`config.mk`:
```
export PLATFORM = sky130hd
export DESIGN_NAME = bounded_integer_set_table
export DESIGN_NICKNAME = d
export VERILOG_FILES = /design/src/sv/bis_pkg.sv /design/src/sv/bis_core.sv /design/src/sv/bounded_integer_set_table.sv
export SDC_FILE = /design/constraint.sdc
export NUM_CORES = 2
export LEC_CHECK = 0
export ABC_AREA = 1
export BUFFER_PORTS_ARGS = -buffer_cell sky130_fd_sc_hd__buf_2
export CAP_MARGIN = 20
export CORE_UTILIZATION = 35
export DETAILED_ROUTE_END_ITERATION = 10
export PLACE_DENSITY_LB_ADDON = 0.3
export SLEW_MARGIN = 20
export SYNTH_ARGS = -nofsm -noshare
export SYNTH_HDL_FRONTEND = slang
export SYNTH_SLANG_ARGS = --single-unit
```
`constraint.sdc`:
```
create_clock -name clk -period 5.62 [get_ports clk]
set_clock_uncertainty 0.05 [all_clocks]
set_input_delay 1.124 -clock clk [delete_from_list [all_inputs] [get_ports clk]]
set_output_delay 1.124 -clock clk [all_outputs]
set_load 0.02 [all_outputs]
```
`src/sv/bis_pkg.sv`:
```
// Shared types and constants for the bounded integer set table.
// No dependencies; imported by bis_core and bounded_integer_set_table.
package bis_pkg;

  localparam int MODE_W       = 2;
  localparam int VALUE_W      = 32;
  localparam int COUNT_W      = 5;
  localparam int IN_DATA_W    = 32;
  localparam int OUT_DATA_W   = 8;
  localparam int OUT_PAD_W    = OUT_DATA_W - 2 - COUNT_W;
  localparam int CAPACITY_DEF = 16;

  localparam logic [MODE_W-1:0] MODE_CLEAR  = 2'd0;
  localparam logic [MODE_W-1:0] MODE_ADD    = 2'd1;
  localparam logic [MODE_W-1:0] MODE_REMOVE = 2'd2;
  localparam logic [MODE_W-1:0] MODE_MEMBER = 2'd3;

  typedef logic [MODE_W-1:0]  mode_t;
  typedef logic [VALUE_W-1:0] value_t;

  typedef struct packed {
    logic               found;
    logic               overflow;
    logic [COUNT_W-1:0] count;
  } res_t;

endpackage

```
`src/sv/bis_core.sv`:
```
// Set storage: entry registers, fill count, parallel compare and compaction.
// Depends on bis_pkg; instantiated by bounded_integer_set_table.
module bis_core #(
  parameter int CAPACITY = bis_pkg::CAPACITY_DEF
) (
  input  logic           clk,
  input  logic           rst_n,
  input  logic           req_en,
  input  bis_pkg::mode_t  req_mode,
  input  bis_pkg::value_t req_value,
  output bis_pkg::res_t   res
);
  import bis_pkg::*;

  localparam int FILL_W = $clog2(CAPACITY + 1);
  localparam int IDX_W  = (CAPACITY > 1) ? $clog2(CAPACITY) : 1;

  value_t            ent_r [CAPACITY];
  logic [FILL_W-1:0] fill_r;
  logic [FILL_W-1:0] fill_nxt;

  logic [CAPACITY-1:0] match;
  logic [CAPACITY-1:0] sh_en;
  logic [IDX_W-1:0]    slot;
  logic                found;
  logic                full;
  logic                add_do;
  logic                rem_do;
  logic                ovf;

  always_comb begin
    slot = '0;
    for (int i = 0; i < CAPACITY; i++) begin
      match[i] = (FILL_W'(i) < fill_r) && (ent_r[i] == req_value);
      if (match[i]) begin
        slot = slot | IDX_W'(i);
      end
    end
    found = |match;
    for (int i = 0; i < CAPACITY; i++) begin
      sh_en[i] = found && (IDX_W'(i) >= slot);
    end
  end

  assign full   = (fill_r == FILL_W'(CAPACITY));
  assign add_do = (req_mode == MODE_ADD) && !found && !full;
  assign rem_do = (req_mode == MODE_REMOVE) && found;
  assign ovf    = (req_mode == MODE_ADD) && !found && full;

  always_comb begin
    fill_nxt = fill_r;
    unique case (req_mode)
      MODE_CLEAR:  fill_nxt = '0;
      MODE_ADD:    if (add_do) fill_nxt = fill_r + FILL_W'(1);
      MODE_REMOVE: if (rem_do) fill_nxt = fill_r - FILL_W'(1);
      MODE_MEMBER: fill_nxt = fill_r;
      default:     fill_nxt = fill_r;
    endcase
  end

  assign res.found    = (req_mode != MODE_CLEAR) && found;
  assign res.overflow = ovf;
  assign res.count    = COUNT_W'(fill_nxt);

  always_ff @(posedge clk) begin
    if (!rst_n) begin
      fill_r <= '0;
    end else if (req_en) begin
      fill_r <= fill_nxt;
    end
  end

  always_ff @(posedge clk) begin
    if (req_en) begin
      for (int i = 0; i < CAPACITY; i++) begin
        if (add_do && (fill_r == FILL_W'(i))) begin
          ent_r[i] <= req_value;
        end else if (rem_do && sh_en[i] && (i + 1 < CAPACITY)) begin
          ent_r[i] <= ent_r[(i + 1 < CAPACITY) ? i + 1 : i];
        end
      end
    end
  end

`ifndef NO_ASSERTIONS
  a_fill_bound: assert property (@(posedge clk) disable iff (!rst_n)
    fill_r <= FILL_W'(CAPACITY))
    else $error("fill count above capacity");

  a_distinct: assert property (@(posedge clk) disable iff (!rst_n)
    $onehot0(match))
    else $error("duplicate value held in set");

  a_ovf_full: assert property (@(posedge clk) disable iff (!rst_n)
    req_en && ovf |-> full && !found)
    else $error("overflow without full set");

  a_clear: assert property (@(posedge clk) disable iff (!rst_n)
    req_en && (req_mode == MODE_CLEAR) |=> fill_r == '0)
    else $error("clear did not empty set");

  a_add_grow: assert property (@(posedge clk) disable iff (!rst_n)
    req_en && add_do |=> fill_r == $past(fill_r) + FILL_W'(1))
    else $error("add did not grow set");
`endif

endmodule

```
`src/sv/bounded_integer_set_table.sv`:
```
// Bounded integer set table: one set request per transaction, one result per request.
// Accepts one transaction per cycle while in_tready is high; the result passes through the input
// register, then the result register, before it is valid on out_tdata. With
// out_tready low the block holds two transactions, then stalls in_tready. The
// compare/compaction over all entries is combinational.
// Depends on bis_pkg and bis_core.
module bounded_integer_set_table #(
  parameter int CAPACITY = bis_pkg::CAPACITY_DEF
) (
  input  logic                           clk,
  input  logic                           rst_n,
  input  logic                           in_tvalid,
  output logic                           in_tready,
  input  logic [bis_pkg::IN_DATA_W-1:0]  in_tdata,   // value[31:0]
  input  logic [bis_pkg::MODE_W-1:0]     in_tuser,   // mode[1:0]
  output logic                           out_tvalid,
  input  logic                           out_tready,
  output logic [bis_pkg::OUT_DATA_W-1:0] out_tdata   // pad, count[4:0], overflow, found (MSB to LSB)
);
  import bis_pkg::*;

  logic   s1_vld_r,   s1_vld_nxt;
  mode_t  s1_mode_r;
  value_t s1_value_r;
  logic   out_vld_r,  out_vld_nxt;
  res_t   out_res_r;
  res_t   res;
  logic   out_adv;
  logic   req_en;

  assign out_adv   = !out_vld_r || out_tready;
  assign in_tready = !s1_vld_r || out_adv;
  assign req_en    = s1_vld_r && out_adv;

  assign s1_vld_nxt  = in_tready ? in_tvalid : s1_vld_r;
  assign out_vld_nxt = out_adv ? s1_vld_r : out_vld_r;

  bis_core #(
    .CAPACITY(CAPACITY)
  ) u_core (
    .clk       (clk),
    .rst_n     (rst_n),
    .req_en    (req_en),
    .req_mode  (s1_mode_r),
    .req_value (s1_value_r),
    .res       (res)
  );

  always_ff @(posedge clk) begin
    if (!rst_n) begin
      s1_vld_r  <= 1'b0;
      out_vld_r <= 1'b0;
    end else begin
      s1_vld_r  <= s1_vld_nxt;
      out_vld_r <= out_vld_nxt;
    end
  end

  always_ff @(posedge clk) begin
    if (in_tvalid && in_tready) begin
      s1_mode_r  <= in_tuser;
      s1_value_r <= in_tdata[VALUE_W-1:0];
    end
    if (req_en) begin
      out_res_r <= res;
    end
  end

  assign out_tvalid = out_vld_r;
  assign out_tdata  = {{OUT_PAD_W{1'b0}}, out_res_r.count, out_res_r.overflow,
                       out_res_r.found};

endmodule
```
==> reports/metrics.yaml <==
outcome:
  status: "finished, final reports clean"
power:
  power-per-cell-area_nw_per_um2: 265.2
  p_leak_uw: 0.01533
  p_total_uw: 10130
  peakVddDrop_v: 0.0002089
drt:
  drt-total-wl_mm: 145.2
  first_pass_iters: 6
  drtIter0Drc: 3610
  via_per_inst: 5.462
  drc_errors: 0
  ant_nets: 0
  vias: 29920
  routedWlPerCell_um: 26.51
timing:
  post-route-min-period_ns: 4.786
  slew_headroom: 0.3634
  tightest_slew_ns: 0.9538
  finalSetupViolations: 0
  drv_slew: 0
  rsz0062_at_grt: "false"
  tns_ns: 0
  fmax_mhz: 208.9
  fin_crit_sh: 0.8517
  hold_violations: 0
cts:
  cts_tree: "done"
  cts_buffers: 69
  cts-hold-fix-buffers: 0
  cts_repair_resize_count: 0
  cts_sinks: 560
  clk_latency_ns: 0.66
  cts_max_level: 3
  path_clk_slew_ns: 0.06
  postCtsSetupRepairBufs: 0
  clk_path_buf_depth: 3
  clockRootBuffer: "clkbuf_16"
synth:
  ys_seq_area_frac: 0.4900
  syn_inst: 4128
  yosysTopAreaCellShare: 0.4859
  avgSynthCellArea_sq_um: 8.280
  async_flop_share: 0
  synth_area_sq_um: 34180
  ys_types: 49
  synth_edf_count: 553
  yosys_most_used_dff: "edfxtp_1"
  synth_seq_cells: 560
  ys.warnings.count: 0
  synth_area_leaders: "edfxtp_1 (49%), nand2_1 (16%), xnor2_1 (6.7%)"
  yosys.area.top_type: "edfxtp_1"
  syn-num-nets: 4171
place:
  dp_cells: 5344
  postPlaceCellArea_sq_um: 35980
  port_buffers: 46
  dp_hpwl_mm: 104.3
  place_congestion: 0.9885
floorplanning:
  placementRows: 114
  pin_count: 48
  coreArea_sq_um: 96710
  initial_core_util: 0.3534
  die_area_sq_um: 98900
  die_w_um: 314.5
  die_y_um: 314.5
critical_path:
  cp.required_ns: 5.86
  critPathMaxFanout: 32
  arrival_ns: 5.03
  critPathLaunchType: "flip-flop"
  r2r_slack_ns: 0.83
  critPathCaptureType: "flip-flop"
  critical_path_class: "reg2reg"
global_route:
  grt_pass1_wl_mm: 204.8
  overflow: 0
  grt_max_degree: 80
  antenna_found_initial: 9
  grtUsageTotal: 0.2916
  grt_pass1_vias: 28330
finish:
  fin_area_sq_um: 38190
  utilization: 0.3949
  fillers: 9946
  nNetsFinal: 4183
  final_cell_mix: "nand2_1 (1429), edfxtp_1 (553), inv_1 (331)"
  syn2layout_area_growth_pct: 11.75
  stdcell_count: 5478
  layout_commonest_cell: "nand2_1"
  drive_above_1_share: 0.09983
job:
  drv_cap: 0
min_path:
  hold_class: "reg2reg"
==> cell usage after synthesis (2+ instances only) <==
| master | n |
|---|---|
| nand2_1 | 1429 |
| edfxtp_1 | 553 |
| inv_1 | 332 |
| nor2_1 | 320 |
| o21ai_0 | 308 |
| xnor2_1 | 263 |
| nand3_1 | 246 |
| nand4_1 | 136 |
| buf_4 | 73 |
| mux2_2 | 69 |
| buf_2 | 63 |
| clkbuf_1 | 51 |
| o21ai_1 | 41 |
| buf_1 | 26 |
| inv_2 | 22 |
| nor3_1 | 22 |
| xor2_1 | 19 |
| and2_1 | 18 |
| nand3b_1 | 18 |
| a21oi_1 | 13 |
| buf_6 | 13 |
| or2_2 | 12 |
| dfxtp_1 | 7 |
| nand2_2 | 7 |
| nor3b_1 | 7 |
| nor2b_1 | 6 |
| and3_1 | 5 |
| ha_1 | 5 |
| nor2_4 | 5 |
| o31ai_1 | 5 |
| nand2_4 | 4 |
| nor2_8 | 4 |
| and2_0 | 3 |
| nor4_1 | 3 |
| or2_0 | 3 |
| nand2b_1 | 2 |
| nand3_4 | 2 |
| nor2_2 | 2 |
==> worst paths after layout <==
kind,start,to,depth (start not counted)
hold reg to reg,out_tvalid,out_tvalid,2
setup / recovery,s1_value_r[0],u_core.ent_r[1][184],15
setup reg to reg,s1_value_r[0],u_core.ent_r[1][184],15
hold / removal,out_tvalid,out_tvalid,2
==> logic make-up after synthesis <==
kind of cell / count (synthesis) / share of synthesized area
buffers and inverters: 583 / 0.07779
adder cells (fa/ha/maj): 5 / 0.001830
other: 1 / 0.0001097
XOR/XNOR: 282 / 0.07227
flip-flops: 560 / 0.4900
AND/OR/NAND/NOR: 2258 / 0.2804
AO/OA/AOI/OAI: 370 / 0.05488
multiplexers: 69 / 0.02273
==> power breakdown <==
group / switching [uW] / total, uW / internal [uW]
clock network: 1910 / 4410 / 2500
logic: 768 / 1070 / 298
registers: 29.4 / 4650 / 4620
==> registers in the layout, indices dropped and copies added, names as in the netlist <==
register       count
out_tdata          7
u_core.ent_r     512
s1_vld_r           1
u_core.fill_r      5
out_tvalid         1
s1_value_r        32
s1_mode_r          2
==> per-layer routing <==
layer | vias up | wire length (um) | global-route usage
met5 | - | 23 | 0
met4 | 4 | 9953 | 0.1723
met3 | 429 | 11130 | 0.04183
met2 | 1611 | 67590 | 0.4794
met1 | 14290 | 56500 | 0.3639
li1 | 13590 | - | -
==> critical path, stage by stage (launching register included) <==
cell and delay (ns):
edfxtp_1 0.38, buf_4 0.33, nor2_1 0.55, nor2_1 0.27, nand2_1 0.14, nor2_1 0.06
nand2_1 0.05, nor2_1 0.04, nand3_1 0.36, nand2_1 0.13, nor2_1 0.19, nand3_4 0.14
nor3_4 0.28, nand3_1 0.60, o31ai_4 0.39, buf_4 0.43
==> per-stage QoR <==
| stage | hold WS (ns) | worst slack, ns |
|---|---|---|
| finish | 0.4602 | 0.8336 |
| global route | 0.4966 | 0.6787 |
| CTS | 0.4617 | 0.7573 |
| detailed placement | 0.4535 | 0.8248 |
| global placement | 0.4538 | 0.7782 |
| floorplan | 0.3777 | 0.5994 |
==> final cells by class <==
| class | count | area, sq um | area share |
|---|---|---|---|
| Multi-Input combinational cell | 2985 | 14960 | 0.3917 |
| Clock buffer | 93 | 1921 | 0.05028 |
| Sequential cell | 560 | 16750 | 0.4384 |
| Inverter | 356 | 1340 | 0.03509 |
| Antenna cell | 5 | 12.51 | 0.0003276 |
| Clock inverter | 35 | 252.7 | 0.006617 |
| Tap cell | 1276 | 1597 | 0.04180 |
| Timing Repair Buffer | 168 | 1366 | 0.03577 |
Power figures use the tool's default switching activity.
